**src/sv/qtbm_pkg.sv**
```systemverilog
package qtbm_pkg;

   // Codeword geometry
   localparam int SYMBOLS  = 16;
   localparam int BITS     = $clog2(SYMBOLS);
   localparam int DIST_N   = 2 * BITS;
   localparam int CNT_W    = BITS;

   // Field widths
   localparam int SAMPLE_W = 16;
   localparam int LEVEL_W  = 16;
   localparam int DIFF_W   = 17;
   localparam int PROD_W   = 34;
   localparam int DIST_W   = 32;
   localparam int METRIC_W = 35;
   localparam int INDEX_W  = 6;
   localparam int POS_W    = 3;
   localparam int RSP_DATA_W = ((METRIC_W + INDEX_W + 7) / 8) * 8;

   // Configuration register indexes
   localparam int CSR_IDX_W = 2;
   localparam logic [CSR_IDX_W-1:0] CSR_REAL_ZERO = 2'd0;
   localparam logic [CSR_IDX_W-1:0] CSR_REAL_ONE  = 2'd1;
   localparam logic [CSR_IDX_W-1:0] CSR_IMAG_ZERO = 2'd2;
   localparam logic [CSR_IDX_W-1:0] CSR_IMAG_ONE  = 2'd3;

   // Reset levels, +/- 0.7071 in Q3.12
   localparam logic signed [LEVEL_W-1:0] LEVEL_NEG_RESET = -16'sd2896;
   localparam logic signed [LEVEL_W-1:0] LEVEL_POS_RESET = 16'sd2896;

   typedef struct packed {
      logic signed [LEVEL_W-1:0] real_zero;
      logic signed [LEVEL_W-1:0] real_one;
      logic signed [LEVEL_W-1:0] imag_zero;
      logic signed [LEVEL_W-1:0] imag_one;
   } levels_type;

   typedef logic [DIST_N-1:0][DIST_W-1:0] dist_array_type;

   // Bank load handoff from distance stage to metric emitter
   typedef struct packed {
      logic valid;
      logic mark;
   } load_type;

endpackage

```
**src/sv/qtbm_csr.sv**
```systemverilog
module qtbm_csr
   import qtbm_pkg::*;
(
   input  logic                        clock,
   input  logic                        reset,
   input  logic                        csr_valid,
   output logic                        csr_ready,
   input  logic [CSR_IDX_W-1:0]        csr_index,
   input  logic [LEVEL_W-1:0]          csr_data,
   output levels_type                  levels
);

   levels_type levels_ff;
   levels_type levels_in;

   assign csr_ready = 1'b1;
   assign levels    = levels_ff;

   // Register write decode
   always_comb begin
      levels_in = levels_ff;
      if (csr_valid) begin
         case (csr_index)
            CSR_REAL_ZERO: levels_in.real_zero = csr_data;
            CSR_REAL_ONE:  levels_in.real_one  = csr_data;
            CSR_IMAG_ZERO: levels_in.imag_zero = csr_data;
            CSR_IMAG_ONE:  levels_in.imag_one  = csr_data;
            default:       levels_in = levels_ff;
         endcase
      end
   end

   always_ff @(posedge clock) begin
      if (reset) begin
         levels_ff.real_zero <= LEVEL_NEG_RESET;
         levels_ff.real_one  <= LEVEL_POS_RESET;
         levels_ff.imag_zero <= LEVEL_NEG_RESET;
         levels_ff.imag_one  <= LEVEL_POS_RESET;
      end else begin
         levels_ff <= levels_in;
      end
   end

endmodule

```
**src/sv/qtbm_dist.sv**
```systemverilog
module qtbm_dist
   import qtbm_pkg::*;
(
   input  logic                        clock,
   input  logic                        reset,
   input  logic                        req_tvalid,
   output logic                        req_tready,
   input  logic signed [SAMPLE_W-1:0]  req_sample,
   input  logic                        req_new_packet,
   input  levels_type                  levels,
   input  logic                        bank_free,
   output load_type                    load,
   output dist_array_type              load_dist
);

   // Codeword tracking state
   logic [POS_W-1:0]  pos_ff, pos_in;
   logic              axis_ff, axis_in;
   logic              mark_ff, mark_in;

   // Input register
   logic                       in_valid_ff, in_valid_in;
   logic signed [SAMPLE_W-1:0] in_sample_ff, in_sample_in;
   logic [POS_W-1:0]           in_pos_ff, in_pos_in;
   logic                       in_axis_ff, in_axis_in;
   logic                       in_complete_ff, in_complete_in;
   logic                       in_mark_ff, in_mark_in;

   // Distance store, written one sample position at a time
   dist_array_type store_ff, store_in;

   logic              accept;
   logic              advance;
   logic [POS_W-1:0]  pos_cur;
   logic              axis_cur;
   logic              complete;
   logic signed [LEVEL_W-1:0] level0, level1;
   logic signed [DIFF_W-1:0]  diff0, diff1;
   logic signed [PROD_W-1:0]  prod0, prod1;

   // A completing sample waits in the input register until the bank frees up
   assign advance    = !in_valid_ff || !in_complete_ff || bank_free;
   assign req_tready = advance;
   assign accept     = req_tvalid && advance;

   // Position and axis as seen by the arriving sample
   always_comb begin
      pos_cur  = req_new_packet ? '0 : pos_ff;
      axis_cur = req_new_packet ? 1'b0 : axis_ff;
      complete = (pos_cur == POS_W'(BITS - 1));
      pos_in   = pos_ff;
      axis_in  = axis_ff;
      mark_in  = mark_ff;
      if (accept) begin
         pos_in  = complete ? '0 : pos_cur + POS_W'(1);
         axis_in = ~axis_cur;
         if (pos_cur == '0) begin
            mark_in = req_new_packet;
         end
      end
   end

   // Input register load
   always_comb begin
      in_valid_in    = advance ? accept : in_valid_ff;
      in_sample_in   = in_sample_ff;
      in_pos_in      = in_pos_ff;
      in_axis_in     = in_axis_ff;
      in_complete_in = in_complete_ff;
      in_mark_in     = in_mark_ff;
      if (accept) begin
         in_sample_in   = req_sample;
         in_pos_in      = pos_cur;
         in_axis_in     = axis_cur;
         in_complete_in = complete;
         in_mark_in     = mark_in;
      end
   end

   // Squared distances to both levels of the sample's axis
   always_comb begin
      level0 = in_axis_ff ? levels.imag_zero : levels.real_zero;
      level1 = in_axis_ff ? levels.imag_one  : levels.real_one;
      diff0  = DIFF_W'(level0) - DIFF_W'(in_sample_ff);
      diff1  = DIFF_W'(level1) - DIFF_W'(in_sample_ff);
      prod0  = diff0 * diff0;
      prod1  = diff1 * diff1;
   end

   // Store write; the bank copy sees this cycle's write as well
   always_comb begin
      store_in = store_ff;
      if (in_valid_ff && advance) begin
         for (int e = 0; e < BITS; e++) begin
            if (in_pos_ff == POS_W'(e)) begin
               store_in[2*e]     = prod0[DIST_W-1:0];
               store_in[2*e + 1] = prod1[DIST_W-1:0];
            end
         end
      end
   end

   assign load_dist  = store_in;
   assign load.valid = in_valid_ff && in_complete_ff && bank_free;
   assign load.mark  = in_mark_ff;

   always_ff @(posedge clock) begin
      if (reset) begin
         pos_ff      <= '0;
         axis_ff     <= 1'b0;
         mark_ff     <= 1'b0;
         in_valid_ff <= 1'b0;
      end else begin
         pos_ff      <= pos_in;
         axis_ff     <= axis_in;
         mark_ff     <= mark_in;
         in_valid_ff <= in_valid_in;
      end
   end

   always_ff @(posedge clock) begin
      in_sample_ff   <= in_sample_in;
      in_pos_ff      <= in_pos_in;
      in_axis_ff     <= in_axis_in;
      in_complete_ff <= in_complete_in;
      in_mark_ff     <= in_mark_in;
      store_ff       <= store_in;
   end

   // A stalled completing sample stays put
   a_stall_holds: assert property (@(posedge clock) disable iff (reset)
      in_valid_ff && in_complete_ff && !bank_free |=> in_valid_ff && in_complete_ff)
      else $error("completing sample lost while bank busy");

   // Position never reaches a full codeword
   a_pos_range: assert property (@(posedge clock) disable iff (reset)
      pos_ff < POS_W'(BITS))
      else $error("sample position out of range");

endmodule

```
**src/sv/qtbm_emit.sv**
```systemverilog
module qtbm_emit
   import qtbm_pkg::*;
(
   input  logic                        clock,
   input  logic                        reset,
   input  load_type                    load,
   input  dist_array_type              load_dist,
   output logic                        bank_free,
   output logic                        rsp_tvalid,
   input  logic                        rsp_tready,
   output logic [METRIC_W-1:0]         rsp_metric,
   output logic [INDEX_W-1:0]          rsp_symbol_index,
   output logic                        rsp_packet_start,
   output logic                        rsp_last
);

   // Metric bank and symbol counter
   dist_array_type    bank_ff, bank_in;
   logic              bank_mark_ff, bank_mark_in;
   logic              busy_ff, busy_in;
   logic [CNT_W-1:0]  cnt_ff, cnt_in;

   // Result register
   logic                  rsp_valid_ff, rsp_valid_in;
   logic [METRIC_W-1:0]   metric_ff, metric_in;
   logic [INDEX_W-1:0]    index_ff, index_in;
   logic                  pstart_ff, pstart_in;
   logic                  last_ff, last_in;

   logic                  out_load;
   logic                  cnt_last;
   logic [METRIC_W-1:0]   sum;

   assign cnt_last  = (cnt_ff == CNT_W'(SYMBOLS - 1));
   assign out_load  = busy_ff && (!rsp_valid_ff || rsp_tready);
   assign bank_free = !busy_ff || (out_load && cnt_last);

   // Metric: one distance per codeword bit, picked by that bit of the symbol
   always_comb begin
      sum = '0;
      for (int k = 0; k < BITS; k++) begin
         sum = sum + METRIC_W'(cnt_ff[k] ? bank_ff[2*k + 1] : bank_ff[2*k]);
      end
   end

   // Bank and counter
   always_comb begin
      bank_in      = bank_ff;
      bank_mark_in = bank_mark_ff;
      busy_in      = busy_ff;
      cnt_in       = cnt_ff;
      if (load.valid) begin
         bank_in      = load_dist;
         bank_mark_in = load.mark;
         busy_in      = 1'b1;
         cnt_in       = '0;
      end else if (out_load) begin
         cnt_in = cnt_ff + CNT_W'(1);
         if (cnt_last) begin
            busy_in = 1'b0;
         end
      end
   end

   // Result register
   always_comb begin
      rsp_valid_in = out_load ? 1'b1 : (rsp_tready ? 1'b0 : rsp_valid_ff);
      metric_in    = metric_ff;
      index_in     = index_ff;
      pstart_in    = pstart_ff;
      last_in      = last_ff;
      if (out_load) begin
         metric_in = sum;
         index_in  = INDEX_W'(cnt_ff);
         pstart_in = (cnt_ff == '0) && bank_mark_ff;
         last_in   = cnt_last;
      end
   end

   assign rsp_tvalid       = rsp_valid_ff;
   assign rsp_metric       = metric_ff;
   assign rsp_symbol_index = index_ff;
   assign rsp_packet_start = pstart_ff;
   assign rsp_last         = last_ff;

   always_ff @(posedge clock) begin
      if (reset) begin
         busy_ff      <= 1'b0;
         cnt_ff       <= '0;
         rsp_valid_ff <= 1'b0;
      end else begin
         busy_ff      <= busy_in;
         cnt_ff       <= cnt_in;
         rsp_valid_ff <= rsp_valid_in;
      end
   end

   always_ff @(posedge clock) begin
      bank_ff      <= bank_in;
      bank_mark_ff <= bank_mark_in;
      metric_ff    <= metric_in;
      index_ff     <= index_in;
      pstart_ff    <= pstart_in;
      last_ff      <= last_in;
   end

   // The bank never gets overwritten mid-run
   a_load_free: assert property (@(posedge clock) disable iff (reset)
      load.valid |-> !busy_ff || (out_load && cnt_last))
      else $error("bank loaded while still emitting");

   // A run always starts at symbol zero
   a_run_start: assert property (@(posedge clock) disable iff (reset)
      $rose(busy_ff) |-> cnt_ff == '0)
      else $error("run started at nonzero symbol");

   // Packet marker only on the first symbol
   a_pstart_first: assert property (@(posedge clock) disable iff (reset)
      rsp_valid_ff && pstart_ff |-> index_ff == '0)
      else $error("packet start on nonzero symbol");

   // Emitter idles after its last symbol unless reloaded
   a_run_end: assert property (@(posedge clock) disable iff (reset)
      out_load && cnt_last && !load.valid |=> !busy_ff)
      else $error("emitter kept running past last symbol");

endmodule

```
**src/sv/qpsk_trellis_branch_metrics.sv**
```systemverilog
// Flow: a request's squared distances are written to the distance store from the input register;
//   a completing request loads the metric bank once free; metric 0 then enters the result register.
// Throughput: one request per cycle while a codeword fills; each codeword of BITS requests yields
//   SYMBOLS metrics, one per cycle from the result register while rsp_tready is high.
// Reset (synchronous, active high): levels return to -/+2896, a fresh codeword starts on the
//   real axis, no result is pending; the distance store is not cleared.
module qpsk_trellis_branch_metrics
   import qtbm_pkg::*;
(
   input  logic                    clock,
   input  logic                    reset,
   input  logic                    req_tvalid,
   output logic                    req_tready,
   input  logic [SAMPLE_W-1:0]     req_tdata,   // [15:0] sample
   input  logic                    req_tuser,   // [0] new_packet
   output logic                    rsp_tvalid,
   input  logic                    rsp_tready,
   output logic [RSP_DATA_W-1:0]   rsp_tdata,   // [34:0] metric, [40:35] symbol_index, rest zero
   output logic                    rsp_tuser,   // [0] packet_start
   output logic                    rsp_tlast,
   input  logic                    csr_valid,
   output logic                    csr_ready,
   input  logic [CSR_IDX_W-1:0]    csr_index,
   input  logic [LEVEL_W-1:0]      csr_data
);

   levels_type       levels;
   load_type         load;
   dist_array_type   load_dist;
   logic             bank_free;
   logic [METRIC_W-1:0] metric;
   logic [INDEX_W-1:0]  symbol_index;

   qtbm_csr u_csr (
      .clock     (clock),
      .reset     (reset),
      .csr_valid (csr_valid),
      .csr_ready (csr_ready),
      .csr_index (csr_index),
      .csr_data  (csr_data),
      .levels    (levels)
   );

   qtbm_dist u_dist (
      .clock          (clock),
      .reset          (reset),
      .req_tvalid     (req_tvalid),
      .req_tready     (req_tready),
      .req_sample     (req_tdata),
      .req_new_packet (req_tuser),
      .levels         (levels),
      .bank_free      (bank_free),
      .load           (load),
      .load_dist      (load_dist)
   );

   qtbm_emit u_emit (
      .clock            (clock),
      .reset            (reset),
      .load             (load),
      .load_dist        (load_dist),
      .bank_free        (bank_free),
      .rsp_tvalid       (rsp_tvalid),
      .rsp_tready       (rsp_tready),
      .rsp_metric       (metric),
      .rsp_symbol_index (symbol_index),
      .rsp_packet_start (rsp_tuser),
      .rsp_last         (rsp_tlast)
   );

   // Pack result fields, metric in the low bits
   assign rsp_tdata = {{(RSP_DATA_W - METRIC_W - INDEX_W){1'b0}}, symbol_index, metric};

endmodule
```
**config.mk**
```make
export PLATFORM = sky130hd
export DESIGN_NAME = qpsk_trellis_branch_metrics
export DESIGN_NICKNAME = d
export VERILOG_FILES = /design/src/sv/qtbm_pkg.sv /design/src/sv/qtbm_csr.sv /design/src/sv/qtbm_dist.sv /design/src/sv/qtbm_emit.sv /design/src/sv/qpsk_trellis_branch_metrics.sv
export SDC_FILE = /design/constraint.sdc
export NUM_CORES = 2
export LEC_CHECK = 0
export BUFFER_PORTS_ARGS = -buffer_cell sky130_fd_sc_hd__buf_2
export CORE_UTILIZATION = 45
export DETAILED_ROUTE_END_ITERATION = 8
export MAX_ROUTING_LAYER = met4
export PLACE_DENSITY = 0.61
export SLEW_MARGIN = 20
export SYNTH_ARGS = -nofsm -noshare
export SYNTH_HDL_FRONTEND = slang
export SYNTH_HIERARCHICAL = 1
export SYNTH_SLANG_ARGS = --single-unit
```
**constraint.sdc**
```tcl
create_clock -name clock -period 11.55 [get_ports clock]
set_clock_uncertainty 0.2 [all_clocks]
set_input_delay 3.465 -clock clock [delete_from_list [all_inputs] [get_ports clock]]
set_output_delay 3.465 -clock clock [all_outputs]
set_load 0.03 [all_outputs]
```
After elaboration in Yosys (flattened, before gate mapping)
Index checks and enable logic that the tools add are counted.
W data, S select, Z words.
{ "word_totals": {"register_bits": 652, "out_inout_bits": 53} }
{ "op_classes": {"n_addsub": 7, "mul": 2, "eq_ne": 8, "muxes": 21, "bitwise": 1, "reduce_logical": 28} }
{ "op_table": {"columns": ["op", "n"], "rows": [
  ["$mux W256", 1],
  ["$mux W64", 4],
  ["$mux W32", 4],
  ["$add A35 B35 Y35", 3],
  ["$mul A17 B17 Y32", 2],
  ["$sub A16 B16 Y17", 2],
  ["$mux W16", 2],
  ["$reduce_and A2 Y1", 5],
  ["$eq A3 B2 Y1 const B", 3],
  ["$mux W1", 8],
  ["$logic_and A1 B1 Y1", 7],
  ["$logic_not A3 Y1", 2],
  ["$mux W3", 2],
  ["$reduce_bool A2 Y1", 3],
  ["$add A4 B1 Y4 const B", 1],
  ["$eq A2 B2 Y1 const B", 2],
  ["$eq A4 B4 Y1 const B", 1],
  ["$logic_not A1 Y1", 4],
  ["$logic_not A4 Y1", 1],
  ["$logic_or A1 B1 Y1", 4],
  ["$add A3 B1 Y3 const B", 1],
  ["$eq A3 B1 Y1 const B", 1],
  ["$eq A2 B1 Y1 const B", 1],
  ["$logic_not A2 Y1", 1],
  ["other kinds (2)", 2]
]} }

Longest topological paths before layout
{ "logic_depth": {"depth_word": 8, "depth_mapped": 39, "depth_no_buf": 36} }

Hierarchy
Netlist, hierarchy kept.
{ "modules_own_cells": {"columns": ["mod", "instances", "cells_each", "area_per_inst_um2"], "rows": [
  ["qtbm_dist", 1, 3170, 29405.7],
  ["qtbm_emit", 1, 869, 13910.8],
  ["qtbm_csr", 1, 244, 2547.4],
  ["qpsk_trellis_branch_metrics", 1, 8, 56.3]
]} }

Worst setup path after synthesis
Ideal clock, no wire load.
{ "synth_path": {"kind": "input to register", "start": "in rsp_tready", "end": "reg u_emit/bank_ff[0] (netlist bit), enable pin", "setup_ps": 656, "arrival_ps": 9753, "required_time_ps": 10694, "setup_slack_ps": 940, "path_stages": 3, "cell_sequence": "nor2b_1 > o21ai_0 > and3_1"} }
{ "synth_lines": {"columns": ["element", "line", "source"], "rows": [
  ["from (decl)", "qpsk_trellis_branch_metrics.sv:17", "input logic rsp_tready,"],
  ["to (signal assigned)", "qtbm_emit.sv:99", "bank_ff <= bank_in;"],
  ["to (decl)", "qtbm_emit.sv:18", "dist_array_type bank_ff, bank_in;"]
]} }

==> metrics <==
status=finished, final reports clean; leading cell type in the layout, fill and taps excluded=inv_1; Yosys reg bits=651; crit-path most repeated cell=fa_1; synthesized area per cell=10.70 um^2; clock root buffer=clkbuf_16; Max FO, Critical Path=32; Post-Syn Instances=4291; full die area=0.1033 mm^2; Final Routed Wirelength=108000 um; grt ovf=0; Die X=between 300 and 400 um; initial antenna violation count=2; part of the Yosys area used for sequential elements=35.33%; Fillers=9116; Final Cycle Share=roughly 88%; Clock Latency Late Sink=0.64 ns; DR iter-0 viols=between 1500 and 2000; largest net degree at the start of global routing=118; HP Class=register to register; Post-synth ARST share=0%; Worst setup SP type=register; num ports=93; area of the multi-input gates=between 0.02 and 0.03 mm^2; CP required=11.71 ns; Clock transition at path regs=0.06 ns; vias in the first global route=slightly above 30000; CP bufs+invs=5; Vias=29142; synthesized area=approximately 0.046 mm^2; clk sinks=651; clk buf depth=3; Inserted Clock Buffers=a little over 70; share of layout cells above drive strength 1=about a tenth; post-synth cell types=79; R2R Setup Slk=1.39 ns; WL per Instance=18.71 um; crit path kind=register to register; WHS=0.2437 ns; Final #Nets=5203; H-tree depth=3; die span in y=321.4 um; Max-Cap Viols=0; Row Count=about 120; CTS resizes=0; RSZ-0062 raised after global routing=false; Top Family by Delay on Critical Path=adder cells; Slew @ Worst Pin=between 1 and 1.5 ns; number of flops mapped to enable cells by yosys=319; Yosys Warn Count=6; final weighted congestion in routability-driven placement=0.9107; Max-Slew Margin vs Limit=25.58%; HPWL after detailed placement=81340 um; fmax=98.47 MHz; Reg area=roughly 0.016 mm^2; commonest non-fill, non-tap cells in the layout=inv_1, nand2_1, fa_1, dfxtp_1, edfxtp_1; crit path DAT=10.32 ns; setup violation total in the final timing report=0; DRT antenna net count=0; Post-CTS Setup Bufs=0; Syn-to-layout area delta=9.411%; Max stage delay on crit path=between 0.5 and 0.6 ns; drc violations=0; Crit-path slowest cell=fa_1; Final Max Slew Viols=0; starting density of the core=between 40% and 50%; CTS tree=done; count of input and output buffers=~80; CTS Hold Buffers Added=0; Final Hold Vio Count=0; Core ar.=0.1006 mm^2; total track usage=22.28%; ys flop type=dfxtp_1; drt pass-1 iters=5; Critical Path Sink Type=register; vias per cell=5.048; first-pass GRT wire length=171400 um; Tmin final=between 10 and 15 ns; setup total negative slack=0 ns
==> per-layer routing <==
metal	up-vias	routed length, um	part of all wire [%]	global-route usage [%]
li1	13775	-	-	-
met1	14515	47640	44	28.56
met2	687	52110	48	36.75
met3	165	5180	4.8	2.972
met4	0	3068	2.8	6.720
met5	-	0	0	-
==> worst reg2reg max path, delay by kind of cell, from the launching register on <==
family	cells	cell delay, ns
compound gates	12	3.17
xor+xnor	1	0.48
fa+ha+maj	8	3.52
buf+inv	5	0.97
flops	1	0.32
mux	2	0.80
simple gates	3	0.44
==> synth_stat cells, types with 11 or more instances <==
cell        n  area [um^2]
fa_1      581        11630
and2_1     32        200.2
a21oi_1    94        470.5
o211ai_1   18        135.1
buf_4      14        105.1
o21bai_1   18        135.1
o21a_1     11        82.58
a21o_1     45        337.8
xnor2_1    91        797.0
edfxtp_1  319         9579
a31oi_1    11        68.82
nor3_1     21        105.1
and3_1     17        106.4
nor2_1    251        942.2
o21ai_0    97        485.5
xor2_1     44        385.4
dfxtp_1   332         6646
nand3_1    25        125.1
nand2_1   595         2233
a211oi_1   20        150.1
clkbuf_1  115        431.7
nand2b_1   73        456.7
mux2_2    129         1453
nor2b_1    17        106.4
nand4_1    13        81.33
ha_1      226         2828
mux2i_1   188         1882
inv_1     745         2796
==> path summary, 6_finish.rpt <==
path	cells past startpoint	startpoint	to
worst max-delay path	31	u_dist/in_axis_ff$_DFFE_PP_	u_emit/bank_ff[62]$_DFFE_PP_
worst min-delay path	2	u_dist/store_ff[123]$_DFF_P_	u_dist/store_ff[123]$_DFF_P_
worst max register to register	31	u_dist/in_axis_ff$_DFFE_PP_	u_emit/bank_ff[62]$_DFFE_PP_
worst min register to register	2	u_dist/store_ff[123]$_DFF_P_	u_dist/store_ff[123]$_DFF_P_
==> through the flow <==
| stage | instance area, um^2 | worst slack, ns | instances | utilization [%] |
|---|---|---|---|---|
| floorplan | 45950 | 0.9405 | 4299 | - |
| global placement | 47850 | 1.481 | 5639 | 47.57 |
| detailed placement | 47850 | 1.295 | 5639 | 47.57 |
| CTS | 50240 | 1.349 | 5772 | 49.95 |
| global route | 50240 | 0.5614 | 5772 | 49.95 |
| finish | 50240 | 1.394 | 5773 | 49.95 |
==> cell families after synthesis <==
group                    share of synthesized area [%]
AO/OA/AOI/OAI                                    5.362
XOR/XNOR                                         2.681
adder cells (fa/ha/maj)                          31.49
buffers and inverters                            7.575
flip-flops                                       35.33
multiplexers                                     7.261
other                                          0.02452
AND/OR/NAND/NOR                                  10.27
==> registers in the layout, summed over array words and instances (netlist names), 4 cells and up <==
signal,count
u_dist/store_ff,256
u_emit/bank_ff,256
u_csr/levels,64
u_emit/rsp_metric,34
u_dist/in_sample_ff,16
u_emit/cnt_ff,4
u_emit/rsp_symbol_index,4
==> layout make-up <==
type | count | area share (%)
Multi-Input combinational cell | 2742 | 52.31
Sequential cell | 651 | 32.30
Inverter | 757 | 5.656
Clock buffer | 102 | 4.034
Tap cell | 1357 | 3.379
Timing Repair Buffer | 132 | 1.594
Clock inverter | 31 | 0.7147
Antenna cell | 1 | 0.004981
Power is not shown: default switching activity piles up to over one toggle a cycle in this logic, so the estimate is an artifact.
